===== src/hw/rtl/dlt_storage_message_indexer_top_defines.svh =====
// assertion macros for the storage message indexer
// no dependencies; clock i_clk and reset i_rst_n are taken from the using module
`ifndef DLT_STORAGE_MESSAGE_INDEXER_TOP_DEFINES_SVH
`define DLT_STORAGE_MESSAGE_INDEXER_TOP_DEFINES_SVH

`ifndef ASSERT_OFF
`define DSMI_ASSERT(lbl, prop, msg) \
    lbl: assert property (@(posedge i_clk) disable iff (!i_rst_n) prop) else $error(msg);
`define DSMI_ASSERT_ALWAYS(lbl, prop, msg) \
    lbl: assert property (@(posedge i_clk) prop) else $error(msg);
`else
`define DSMI_ASSERT(lbl, prop, msg)
`define DSMI_ASSERT_ALWAYS(lbl, prop, msg)
`endif

`endif


===== src/hw/rtl/dsmi_pkg.sv =====
// shared types and constants of the storage message indexer
// no dependencies
package dsmi_pkg;

    localparam int POS_W   = 40;
    localparam int BYTE_W  = 8;
    localparam int KIND_W  = 2;
    localparam int HC_W    = 9;
    localparam int LFO_W   = 3;

    localparam logic [KIND_W-1:0] KIND_START  = 2'd0;
    localparam logic [KIND_W-1:0] KIND_REPLAY = 2'd1;
    localparam logic [KIND_W-1:0] KIND_FINAL  = 2'd2;

    localparam logic [BYTE_W-1:0] CH_D      = 8'h44;
    localparam logic [BYTE_W-1:0] CH_L      = 8'h4C;
    localparam logic [BYTE_W-1:0] CH_T      = 8'h54;
    localparam logic [BYTE_W-1:0] MARK_V1   = 8'h01;
    localparam logic [BYTE_W-1:0] MARK_V2   = 8'h02;
    localparam logic [BYTE_W-1:0] VER_MASK  = 8'hE0;
    localparam logic [2:0]        VER2      = 3'd2;

    localparam logic [HC_W-1:0]  SL_V1     = 9'd16;
    localparam logic [HC_W-1:0]  SL_V2     = 9'd13;
    localparam logic [HC_W-1:0]  HC_START  = 9'd3;
    localparam logic [LFO_W-1:0] LFO_V2    = 3'd5;
    localparam logic [LFO_W-1:0] LFO_DEF   = 3'd2;

    typedef struct packed {
        logic              valid;
        logic [KIND_W-1:0] kind;
        logic [POS_W-1:0]  position;
    } t_result;

endpackage


===== src/hw/rtl/dsmi_in_stage.sv =====
// input register of the storage message indexer
// depends on dsmi_pkg
module dsmi_in_stage #(
    parameter int OFFSET_WIDTH = 40
) (
    input  logic                         i_clk,
    input  logic                         i_rst_n,
    input  logic                         i_valid,
    input  logic [dsmi_pkg::BYTE_W-1:0]  i_byte_value,
    input  logic [dsmi_pkg::POS_W-1:0]   i_byte_offset,
    input  logic                         i_out_ready,
    output logic                         o_stall,
    output logic                         o_fire,
    output logic [dsmi_pkg::BYTE_W-1:0]  o_byte,
    output logic [OFFSET_WIDTH-1:0]      o_offset
);
    import dsmi_pkg::*;

    localparam int WIDE_W = (OFFSET_WIDTH > POS_W) ? OFFSET_WIDTH : POS_W;

    logic                    r_valid;
    logic [BYTE_W-1:0]       r_byte;
    logic [OFFSET_WIDTH-1:0] r_offset;
    logic [WIDE_W-1:0]       off_wide;
    logic                    take;

    assign off_wide = WIDE_W'(i_byte_offset);
    assign o_fire   = r_valid && i_out_ready;
    assign o_stall  = r_valid && !i_out_ready;
    assign take     = i_valid && !o_stall;
    assign o_byte   = r_byte;
    assign o_offset = r_offset;

    always_ff @(posedge i_clk) begin
        if (!i_rst_n) begin
            r_valid <= 1'b0;
        end else if (take) begin
            r_valid <= 1'b1;
        end else if (o_fire) begin
            r_valid <= 1'b0;
        end
    end

    always_ff @(posedge i_clk) begin
        if (take) begin
            r_byte   <= i_byte_value;
            r_offset <= off_wide[OFFSET_WIDTH-1:0];
        end
    end

endmodule


===== src/hw/rtl/dsmi_scan.sv =====
// marker search and storage header walk, one byte per cycle while i_fire is high
// depends on dsmi_pkg and the assertion macro header
`include "dlt_storage_message_indexer_top_defines.svh"

module dsmi_scan #(
    parameter int OFFSET_WIDTH = 40
) (
    input  logic                         i_clk,
    input  logic                         i_rst_n,
    input  logic                         i_cfg_we,
    input  logic [dsmi_pkg::POS_W-1:0]   i_cfg_wdata,
    input  logic                         i_fire,
    input  logic [dsmi_pkg::BYTE_W-1:0]  i_byte,
    input  logic [OFFSET_WIDTH-1:0]      i_offset,
    output dsmi_pkg::t_result            o_res
);
    import dsmi_pkg::*;

    localparam int WIDE_W = (OFFSET_WIDTH > POS_W) ? OFFSET_WIDTH : POS_W;

    typedef enum logic [1:0] {MP_NONE, MP_D, MP_DL, MP_DLT} t_marker;

    t_marker                 r_mp, n_mp;
    logic [HC_W-1:0]         r_hc, n_hc;
    logic [HC_W-1:0]         r_sl, n_sl;
    logic [LFO_W-1:0]        r_lfo, n_lfo;
    logic [BYTE_W-1:0]       r_len_hi, n_len_hi;
    logic [OFFSET_WIDTH-1:0] r_cur_start, n_cur_start;
    logic [OFFSET_WIDTH-1:0] r_exp_next, n_exp_next;
    logic [OFFSET_WIDTH-1:0] r_exp_off, n_exp_off;
    logic                    r_finished, n_finished;
    logic [OFFSET_WIDTH-1:0] r_fsize;

    logic [HC_W-1:0]         hc_inc;
    logic [HC_W:0]           sl_lfo;
    logic [15:0]             len16;
    logic [OFFSET_WIDTH-1:0] end_sum;
    logic [OFFSET_WIDTH-1:0] start;
    logic [OFFSET_WIDTH-1:0] resume;
    logic [WIDE_W-1:0]       cs_wide;
    logic [WIDE_W-1:0]       resume_wide;
    logic [WIDE_W-1:0]       fs_wide;
    logic [2:0]              ver;
    logic                    is_marker;

    assign hc_inc      = r_hc + 9'd1;
    assign sl_lfo      = {1'b0, r_sl} + {{(HC_W-LFO_W+1){1'b0}}, r_lfo};
    assign len16       = {r_len_hi, i_byte} + {7'd0, r_sl};
    assign end_sum     = r_cur_start + OFFSET_WIDTH'(len16);
    assign start       = i_offset - OFFSET_WIDTH'(3);
    assign resume      = r_cur_start + OFFSET_WIDTH'(4);
    assign cs_wide     = WIDE_W'(r_cur_start);
    assign resume_wide = WIDE_W'(resume);
    assign fs_wide     = WIDE_W'(i_cfg_wdata);
    assign ver         = 3'((i_byte & VER_MASK) >> 5);
    assign is_marker   = (r_mp == MP_DLT) && (i_byte == MARK_V1 || i_byte == MARK_V2);

    always_comb begin
        n_mp        = r_mp;
        n_hc        = r_hc;
        n_sl        = r_sl;
        n_lfo       = r_lfo;
        n_len_hi    = r_len_hi;
        n_cur_start = r_cur_start;
        n_exp_next  = r_exp_next;
        n_exp_off   = r_exp_off;
        n_finished  = r_finished;
        o_res       = '0;

        if (i_fire && !r_finished && i_offset == r_exp_off) begin
            n_exp_off = r_exp_off + OFFSET_WIDTH'(1);
            if (r_hc != '0) begin
                n_hc = hc_inc;
                if (r_sl == SL_V2 && hc_inc == SL_V2) begin
                    // ecu-id length byte extends the storage header
                    n_sl = r_sl + {1'b0, i_byte} + 9'd1;
                end else if (hc_inc == r_sl) begin
                    n_lfo = (ver == VER2) ? LFO_V2 : LFO_DEF;
                end else if ({1'b0, hc_inc} == sl_lfo) begin
                    n_len_hi = i_byte;
                end else if ({1'b0, hc_inc} == sl_lfo + 10'd1) begin
                    n_hc       = '0;
                    n_exp_next = end_sum;
                    if (end_sum == r_fsize) begin
                        o_res.valid    = 1'b1;
                        o_res.kind     = KIND_FINAL;
                        o_res.position = cs_wide[POS_W-1:0];
                        n_finished     = 1'b1;
                    end
                end
            end else if (i_byte == CH_D) begin
                n_mp = MP_D;
            end else if (r_mp == MP_D && i_byte == CH_L) begin
                n_mp = MP_DL;
            end else if (r_mp == MP_DL && i_byte == CH_T) begin
                n_mp = MP_DLT;
            end else if (is_marker) begin
                n_mp = MP_NONE;
                if (r_exp_next == '0 || r_exp_next == start) begin
                    if (r_exp_next != '0) begin
                        o_res.valid    = 1'b1;
                        o_res.kind     = KIND_START;
                        o_res.position = cs_wide[POS_W-1:0];
                    end
                    n_cur_start = start;
                    n_hc        = HC_START;
                    n_sl        = (i_byte == MARK_V1) ? SL_V1 : SL_V2;
                end else if (r_exp_next < start) begin
                    // marker past the expected end: rescan from the current message start plus four
                    o_res.valid    = 1'b1;
                    o_res.kind     = KIND_REPLAY;
                    o_res.position = resume_wide[POS_W-1:0];
                    n_exp_off      = resume;
                    n_exp_next     = '0;
                end
            end else begin
                n_mp = MP_NONE;
            end
        end
    end

    always_ff @(posedge i_clk) begin
        if (!i_rst_n) begin
            r_mp        <= MP_NONE;
            r_hc        <= '0;
            r_sl        <= '0;
            r_lfo       <= LFO_DEF;
            r_len_hi    <= '0;
            r_cur_start <= '0;
            r_exp_next  <= '0;
            r_exp_off   <= '0;
            r_finished  <= 1'b0;
            r_fsize     <= '0;
        end else begin
            r_mp        <= n_mp;
            r_hc        <= n_hc;
            r_sl        <= n_sl;
            r_lfo       <= n_lfo;
            r_len_hi    <= n_len_hi;
            r_cur_start <= n_cur_start;
            r_exp_next  <= n_exp_next;
            r_exp_off   <= n_exp_off;
            r_finished  <= n_finished;
            if (i_cfg_we) begin
                r_fsize <= fs_wide[OFFSET_WIDTH-1:0];
            end
        end
    end

    `DSMI_ASSERT(a_finished_sticky, r_finished |=> r_finished, "finished flag cleared")
    `DSMI_ASSERT(a_header_no_marker, (r_hc != '0) |-> (r_mp == MP_NONE), "marker state in header")
    `DSMI_ASSERT(a_final_sets_done, (o_res.valid && o_res.kind == KIND_FINAL) |=> r_finished, "final without stop")
    `DSMI_ASSERT(a_quiet_when_done, r_finished |-> !o_res.valid, "result after final")

endmodule


===== src/hw/rtl/dsmi_out_stage.sv =====
// result register of the storage message indexer
// depends on dsmi_pkg
module dsmi_out_stage (
    input  logic                         i_clk,
    input  logic                         i_rst_n,
    input  logic                         i_fire,
    input  dsmi_pkg::t_result            i_res,
    input  logic                         i_stall,
    output logic                         o_ready,
    output logic                         o_valid,
    output logic [dsmi_pkg::KIND_W-1:0]  o_record_kind,
    output logic [dsmi_pkg::POS_W-1:0]   o_position
);
    import dsmi_pkg::*;

    logic              r_valid;
    logic [KIND_W-1:0] r_kind;
    logic [POS_W-1:0]  r_position;

    assign o_ready       = !r_valid || !i_stall;
    assign o_valid       = r_valid;
    assign o_record_kind = r_kind;
    assign o_position    = r_position;

    always_ff @(posedge i_clk) begin
        if (!i_rst_n) begin
            r_valid <= 1'b0;
        end else if (o_ready) begin
            r_valid <= i_fire && i_res.valid;
        end
    end

    always_ff @(posedge i_clk) begin
        if (o_ready && i_fire && i_res.valid) begin
            r_kind     <= i_res.kind;
            r_position <= i_res.position;
        end
    end

endmodule


===== src/hw/rtl/dlt_storage_message_indexer_top.sv =====
// top level of the storage log message indexer
// depends on dsmi_pkg, dsmi_in_stage, dsmi_scan, dsmi_out_stage and the macro header
//
// usage:
//   input channel: i_valid / o_stall with i_byte_value and i_byte_offset, one file
//   byte per transaction; bytes whose offset is not the next expected one are dropped
//   output channel: o_valid / i_stall with o_record_kind (0 start, 1 replay, 2 final)
//   and o_position; zero or one result per byte
//   config: i_cfg_we writes i_cfg_wdata into the file size register; use only while idle, not enforced
// timing:
//   one byte per cycle while no stall holds the flow; a byte is held in the input register,
//   and its result is registered into the output register when the byte fires
//   the whole per-byte decision is combinational logic between the two registers
// reset:
//   synchronous i_rst_n clears the scan state, the file size and both stages
// stall:
//   when the output register is full and i_stall is high, a byte in the input register
//   holds and o_stall rises; no result is dropped
//   after a replay request the feeder must resend bytes from the given position
//   after a final result all further bytes are dropped until reset
`include "dlt_storage_message_indexer_top_defines.svh"

module dlt_storage_message_indexer_top #(
    parameter int OFFSET_WIDTH = 40
) (
    input  logic                         i_clk,
    input  logic                         i_rst_n,
    input  logic                         i_cfg_we,
    input  logic [dsmi_pkg::POS_W-1:0]   i_cfg_wdata,
    input  logic                         i_valid,
    output logic                         o_stall,
    input  logic [dsmi_pkg::BYTE_W-1:0]  i_byte_value,
    input  logic [dsmi_pkg::POS_W-1:0]   i_byte_offset,
    output logic                         o_valid,
    input  logic                         i_stall,
    output logic [dsmi_pkg::KIND_W-1:0]  o_record_kind,
    output logic [dsmi_pkg::POS_W-1:0]   o_position
);
    import dsmi_pkg::*;

    logic                    out_ready;
    logic                    fire;
    logic [BYTE_W-1:0]       st_byte;
    logic [OFFSET_WIDTH-1:0] st_offset;
    t_result                 res;

    dsmi_in_stage #(
        .OFFSET_WIDTH(OFFSET_WIDTH)
    ) u_in (
        .i_clk        (i_clk),
        .i_rst_n      (i_rst_n),
        .i_valid      (i_valid),
        .i_byte_value (i_byte_value),
        .i_byte_offset(i_byte_offset),
        .i_out_ready  (out_ready),
        .o_stall      (o_stall),
        .o_fire       (fire),
        .o_byte       (st_byte),
        .o_offset     (st_offset)
    );

    dsmi_scan #(
        .OFFSET_WIDTH(OFFSET_WIDTH)
    ) u_scan (
        .i_clk      (i_clk),
        .i_rst_n    (i_rst_n),
        .i_cfg_we   (i_cfg_we),
        .i_cfg_wdata(i_cfg_wdata),
        .i_fire     (fire),
        .i_byte     (st_byte),
        .i_offset   (st_offset),
        .o_res      (res)
    );

    dsmi_out_stage u_out (
        .i_clk        (i_clk),
        .i_rst_n      (i_rst_n),
        .i_fire       (fire),
        .i_res        (res),
        .i_stall      (i_stall),
        .o_ready      (out_ready),
        .o_valid      (o_valid),
        .o_record_kind(o_record_kind),
        .o_position   (o_position)
    );

    `DSMI_ASSERT(a_result_from_fire, out_ready && !(fire && res.valid) |=> !o_valid, "stray result")
    `DSMI_ASSERT(a_stall_needs_full, o_stall |-> (o_valid && i_stall), "stall while output free")
    `DSMI_ASSERT_ALWAYS(a_reset_empties, !i_rst_n |=> !o_valid, "output valid after reset")

endmodule

===== config.mk =====
export PLATFORM = sky130hd
export DESIGN_NAME = dlt_storage_message_indexer_top
export DESIGN_NICKNAME = d
export VERILOG_FILES = /design/src/hw/rtl/dsmi_pkg.sv /design/src/hw/rtl/dsmi_in_stage.sv /design/src/hw/rtl/dsmi_scan.sv /design/src/hw/rtl/dsmi_out_stage.sv /design/src/hw/rtl/dlt_storage_message_indexer_top.sv
export VERILOG_INCLUDE_DIRS = /design/src /design/src/hw/rtl
export SDC_FILE = /design/constraint.sdc
export NUM_CORES = 1
export LEC_CHECK = 0
export ABC_AREA = 1
export BUFFER_PORTS_ARGS = -buffer_cell sky130_fd_sc_hd__buf_2
export CAP_MARGIN = 20
export CORE_MARGIN = 3
export CORE_UTILIZATION = 35
export CTS_CLUSTER_DIAMETER = 150
export DETAILED_ROUTE_END_ITERATION = 16
export SLEW_MARGIN = 15
export SYNTH_ARGS = -nofsm -noshare
export SYNTH_HDL_FRONTEND = slang
export SYNTH_SLANG_ARGS = --single-unit

===== constraint.sdc =====
create_clock -name i_clk -period 5.3 [get_ports i_clk]
set_clock_uncertainty 0.05 [all_clocks]
set_input_delay 1.06 -clock i_clk [delete_from_list [all_inputs] [get_ports i_clk]]
set_output_delay 1.06 -clock i_clk [all_outputs]
set_load 0.02 [all_outputs]

==> reports/results.txt, run 1 <==
Outcome = complete, no violations
Final setup fails = 0
Post-synthesis compound-gate area fraction = 14.2%
Fin. Hold Viols = 0
Mux cell area share after synthesis = 0%
Most frequent cells in the layout = nand2_1, inv_1, nor2_1, a21oi_1, nand3_1
Synth Area in XOR/XNOR = 6.24%
Area leader, netlist = dfxtp_1
Antenna diodes = 0
Routability Congestion = 0.974
FFs w/ async S/R, synth = 0%
Port bufs = 136
Maximum VDD drop = 154 uV
Global Route Usage Sum = 24.5%
Critical path's slowest cell = edfxtp_1
Vias per cell = 5.28
Max Fclk = 200 MHz
Cell count after placement = 3868
Post-route ant nets = 0
Area occupied by multi-input gates = 12000 um^2
Pins Over Slew Limit = 0
Share of cells above drive strength 1 = 14.2%
Post-Syn Area = 20100 um^2
Most common cell after layout, fill and taps aside = nand2_1
Hold_ws = 0.424 ns
HP Class = reg -> reg
Initial DRC Count = 2124
Synth top area cells = dfxtp_1, nand2_1, edfxtp_1
FILL cells = 6090
Die Y = 246 um
CP peak stage delay = 0.45 ns
Crit path time final = 5.01 ns
Critical path endpoint category = register
EDFF count, synth = 90
Max Cap Viol = 0
Routed via count = 20900
First-pass GRT wire length = 113 mm
Starting density of the core = 35.5%
Slew @ Worst Pin = 0.991 ns
Yosys warns = 0
Crit Path Max Fanout = 7
Antenna violations before repair = 0
Top FF cell, synth = dfxtp_1
Routed wire length = 77.5 mm
Power Dens Cells = 226 nW/um^2
Final #Nets = 3345
CTS buffer count = 36
CP Class = reg -> reg
Die X = 246 um
FP Rows = 87
Synth Instances = 2974
Worst-path clk slew = 0.06 ns
Critical Path AT = 5.30 ns
Pin count of the biggest net entering global routing = 70
Crit share post-route = 94.4%
P&R area growth vs syn = 18.3%
CTS Hold Bufs = 0
FF+latch area = 6570 um^2
Rel. slew slack = 33.9%
Root Buffer Master = clkbuf_16
Avg Cell Area, Syn = 6.76 um^2
DRC viols = 0
Worst setup SP type = register
Mapped Nets = 3149
Setup TNS = 0 ns
Leakage = 0.00963 uW
DRT Pass-1 Iters = 6
Worst skew pair latency = 0.56 ns
Distinct cells, synth = 63
Finished Layout Cells = 3951
Core area = 56600 um^2
Ports = 137
Top cell type's share of synthesized area = 19.2%
GRT overflow = 0
Hold path cells = 2
Clk buf depth = 3
Flops & latches, synth = 283
Largest family of logic cells by synthesized area = simple AND/OR/NAND/NOR gates
Vias in the first global route = 19100
Worst path required time = 5.59 ns
CTS tree = done
Die area = 60400 um^2
Simple-Gate Fraction of Synth Area = 33.2%
Sequential area share after synthesis = 32.6%
Adder-cell share of the synthesized area = 5.25%
Sink Count = 283
Most frequent CP cell = nand2_1
Worst reg2reg path depth = 27
H-tree lvl count = 2
Drt wl/cell = 19.6 um
HPWL after DPL = 60.7 mm
## per-stage QoR
stage | cell area [um^2] | worst slack (ns) | utilization (%) | power (uW)
CTS | 23400 | 0.00441 | 41.3 | 5410
detailed placement | 22100 | 0.0282 | 39.1 | 2780
global placement | 22100 | 0.0350 | 39.1 | 2780
floorplan | 20100 | 0.0489 | - | 2600
global route | 23800 | -0.0483 | 42.0 | 5550
finish | 23800 | 0.295 | 42.0 | 5370
## critical path, delay by kind of cell, from the launching register on
| kind | cells | cell delay, ns |
|---|---|---|
| compound gates | 5 | 0.87 |
| xor+xnor | 1 | 0.25 |
| fa+ha+maj | 2 | 0.74 |
| buf+inv | 2 | 0.15 |
| flops | 1 | 0.45 |
| simple gates | 17 | 2.28 |
## registers in the layout, indices dropped and copies added (netlist names), 9 cells and up
| name | count |
|---|---|
| u_in.o_offset | 40 |
| u_scan.r_fsize | 40 |
| u_scan.r_exp_next | 40 |
| u_scan.cs_wide | 40 |
| u_scan.r_hc | 9 |
| u_scan.r_sl | 9 |
| u_scan.r_exp_off | 40 |
| u_out.o_position | 40 |
## per-layer routing
metal	GRT usage [%]	vias up	share of wire (%)
met5	0	-	0
met4	11.6	0	4.9
met3	3.77	164	7.3
met2	39.9	804	45
met1	31.7	9645	42
li1	-	10300	-
## cell usage after synthesis, types with 10 or more instances
library cell / number
a21oi_2: 19
edfxtp_1: 90
xor2_1: 125
nand2_2: 20
dfxtp_1: 193
inv_2: 22
nor2_2: 14
nor3_1: 54
o22ai_1: 12
nand3_1: 212
nor4_1: 34
o211ai_1: 22
nor2_1: 259
nand4_1: 66
o21ai_1: 10
or2_2: 11
inv_1: 316
o21ai_0: 183
xnor2_1: 14
buf_2: 26
nand3b_1: 24
nand2_1: 783
a21oi_1: 241
clkbuf_1: 53
ha_1: 78
## area by class of cell
type / count / area share [%]
Tap cell: 756 / 3.98
Multi-Input combinational cell: 2257 / 50.6
Timing Repair Buffer: 249 / 7.19
Sequential cell: 283 / 27.6
Clock inverter: 14 / 0.910
Inverter: 343 / 5.43
Clock buffer: 49 / 4.25
## final timing paths
kind	end	slack (ns)	start
max	u_out.o_position[31]	0.29	u_in.o_byte[6]
min reg2reg	u_scan.r_fsize[8]	0.42	u_scan.r_fsize[8]
min	u_scan.r_fsize[8]	0.42	u_scan.r_fsize[8]
max reg2reg	u_out.o_position[31]	0.29	u_in.o_byte[6]
## cell families (layout without fill, tap and decap cells)
family,after synthesis,count (layout)
and+or+nand+nor,1511,1511
AOI/OAI and AO/OA,523,523
buffers and inverters,434,655
DFF,283,283
xor gates and xnor gates,141,141
adders and majority gates,82,82
## report_power, final
group	internal [uW]	total (uW)	switching [uW]
sequential	2290	2340	54.9
combinational	144	404	260
clock	1590	2630	1040
total	4020	5370	1350
## what timing repair did
action                     CTS  global route
buffers inserted             0            13
setup endpoints to repair    0           223
gates resized for setup      0            49
(Power assumes the default switching activity.)
==> run 2, diff against run 1 <==
--- a/config.mk
+++ b/config.mk
@@ -13,6 +13,7 @@
 export CORE_UTILIZATION = 35
 export CTS_CLUSTER_DIAMETER = 150
 export DETAILED_ROUTE_END_ITERATION = 16
+export PLACE_DENSITY = 0.61
 export SLEW_MARGIN = 15
 export SYNTH_ARGS = -nofsm -noshare
 export SYNTH_HDL_FRONTEND = slang
==> run 2 against run 1 <==
  * Non-clock buffer count decreased by 14
  * Total power decreased by 4.3%
  * Sequential power about the same
  * First-iteration DRC count unchanged
  * Via count increased by 0.65%
  * Routed wire length decreased by 1.4%
  * Setup slack got worse by 0.015 ns
  * Critical path type unchanged
  * Critical endpoint is now u_out.o_position[9]
  * Highest routed layer unchanged
==> reports/results.txt, run 2 (same netlist as run 1, synthesis figures left out) <==
P&R area growth vs syn = 17.0%
Leakage = 0.00953 uW
Maximum VDD drop = 177 uV
Fin. Hold Viols = 0
Final design utilization = 41.6%
Final #Nets = 3331
Routed via count = 21000
FP Rows = 87
Met2 usage = 39.4%
Slew @ Worst Pin = 0.984 ns
Ports = 137
Clk buf depth = 3
CTS Hold Bufs = 0
Crit share post-route = 94.7%
Crit path time final = 5.02 ns
Routability Congestion = 0.983
Core area = 56600 um^2
Port bufs = 136
Die X = 246 um
GRT met3 Usage = 3.97%
Power Dens Cells = 218 nW/um^2
WP buf/inv = 3
HPWL after DPL = 60.1 mm
Antenna violations before repair = 0
DRC viols = 0
Pins Over Slew Limit = 0
Most common cell after layout, fill and taps aside = nand2_1
Global Route Usage Sum = 24.4%
Share of cells above drive strength 1 = 13.7%
Critical path's top delay family = simple AND/OR/NAND/NOR gates
Hold Path Origin = u_scan.r_fsize[5]
Critical Path AT = 5.31 ns
FF-to-FF Start = u_in.o_byte[1]
Drt wl/cell = 19.4 um
Max Cap Viol = 0
Vias per cell = 5.33
HP Class = reg -> reg
Die Y = 246 um
Met1 usage = 31.5%
Most frequent cells in the layout = nand2_1, inv_1, nor2_1, a21oi_1, nand3_1
First-pass GRT wire length = 114 mm
Most frequent CP cell = nand2_1
CP peak stage delay = 0.40 ns
Max Fclk = 199 MHz
CP startpoint = u_in.o_byte[1]
Worst path required time = 5.59 ns
Worst skew pair latency = 0.57 ns
GRT overflow = 0
Gr busiest metal = met2
Critical path's slowest cell = edfxtp_1
Critical path endpoint category = register
Crit Path Max Fanout = 8
Outcome = complete, no violations
Rel. slew slack = 34.3%
Post-route ant nets = 0
Vias in the first global route = 19500
Sink Count = 283
Post-place setup slack = -0.0281 ns
Worst-path clk slew = 0.06 ns
CTS buffer count = 36
CP Class = reg -> reg
CTS tree = done
DRT Pass-1 Iters = 6
Final setup fails = 0
H-tree lvl count = 2
Pin count of the biggest net entering global routing = 61
Final worst slack = 0.280 ns
Routed wire length = 76.4 mm
Worst setup SP type = register
Die area = 60400 um^2
Starting density of the core = 35.5%
Root Buffer Master = clkbuf_16
Initial DRC Count = 2124
-- run 2: cell types whose count changed in the layout (fill, tap and decap cells not counted), moves of 2 or more --
cell,change
buf_4,-10
bufinv_16,-5
clkinv_2,+4
nand2_2,-4
clkinv_4,-3
nand2_1,+3
clkbuf_16,-2
clkinv_1,+2
nor3_2,-2
nor3_4,+2
-- run 2: stage by stage --
step / std cells / power (uW) / hold slack [ns] / TNS, ns / instance area [um^2]
global placement: 3865 / 2780 / 0.418 / -2.96 / 22100
detailed placement: 3865 / 2780 / 0.419 / -0.678 / 22100
CTS: 3930 / 5170 / 0.427 / 0 / 23200
floorplan: 2974 / 2600 / 0.394 / 0 / 20100
global route: 3939 / 5310 / 0.453 / -0.106 / 23500
finish: 3940 / 5140 / 0.423 / 0 / 23500
-- run 2: worst min-delay path, delay by kind of cell (launching register included) --
kind / cells / cell delay [ns]
AOI/OAI and AO/OA: 1 / 0.06
buffers and inverters: 1 / 0.06
DFF: 1 / 0.30
-- run 2: final timing paths --
check / to / slack, ns / cells past startpoint
max: u_out.o_position[9] / 0.28 / 27
min: u_scan.r_fsize[5] / 0.42 / 2
max reg2reg: u_out.o_position[9] / 0.28 / 27
min reg2reg: u_scan.r_fsize[5] / 0.42 / 2
-- run 2: timing repair --
item                                    in CTS  in global routing
resized for setup                            1                 49
pin swaps                                    0                  3
cloned                                       0                  5
endpoints found under the setup margin      43                210
buffers inserted                             0                  4
-- run 2: layout make-up --
class                      instances  area [um^2]
antenna                            1         2.50
clock buffer                      51         1030
clock inverter                    14         83.8
fill                            6097        33100
inverter                         343         1290
multi-input combinational       2257        12100
sequential                       283         6570
tap                              756          946
timing repair buffer             235         1570
-- run 2: metal layers --
metal	part of all wire, %	up-vias	wire, um
li1	-	10300	-
met1	42	9666	31900
met2	45	903	34500
met3	7.7	178	5870
met4	5.4	0	4160
met5	0	-	0
-- run 2: power by group --
part           internal, uW  switching (uW)
sequential             2290            55.7
clock                  1360            1030
combinational           145             261
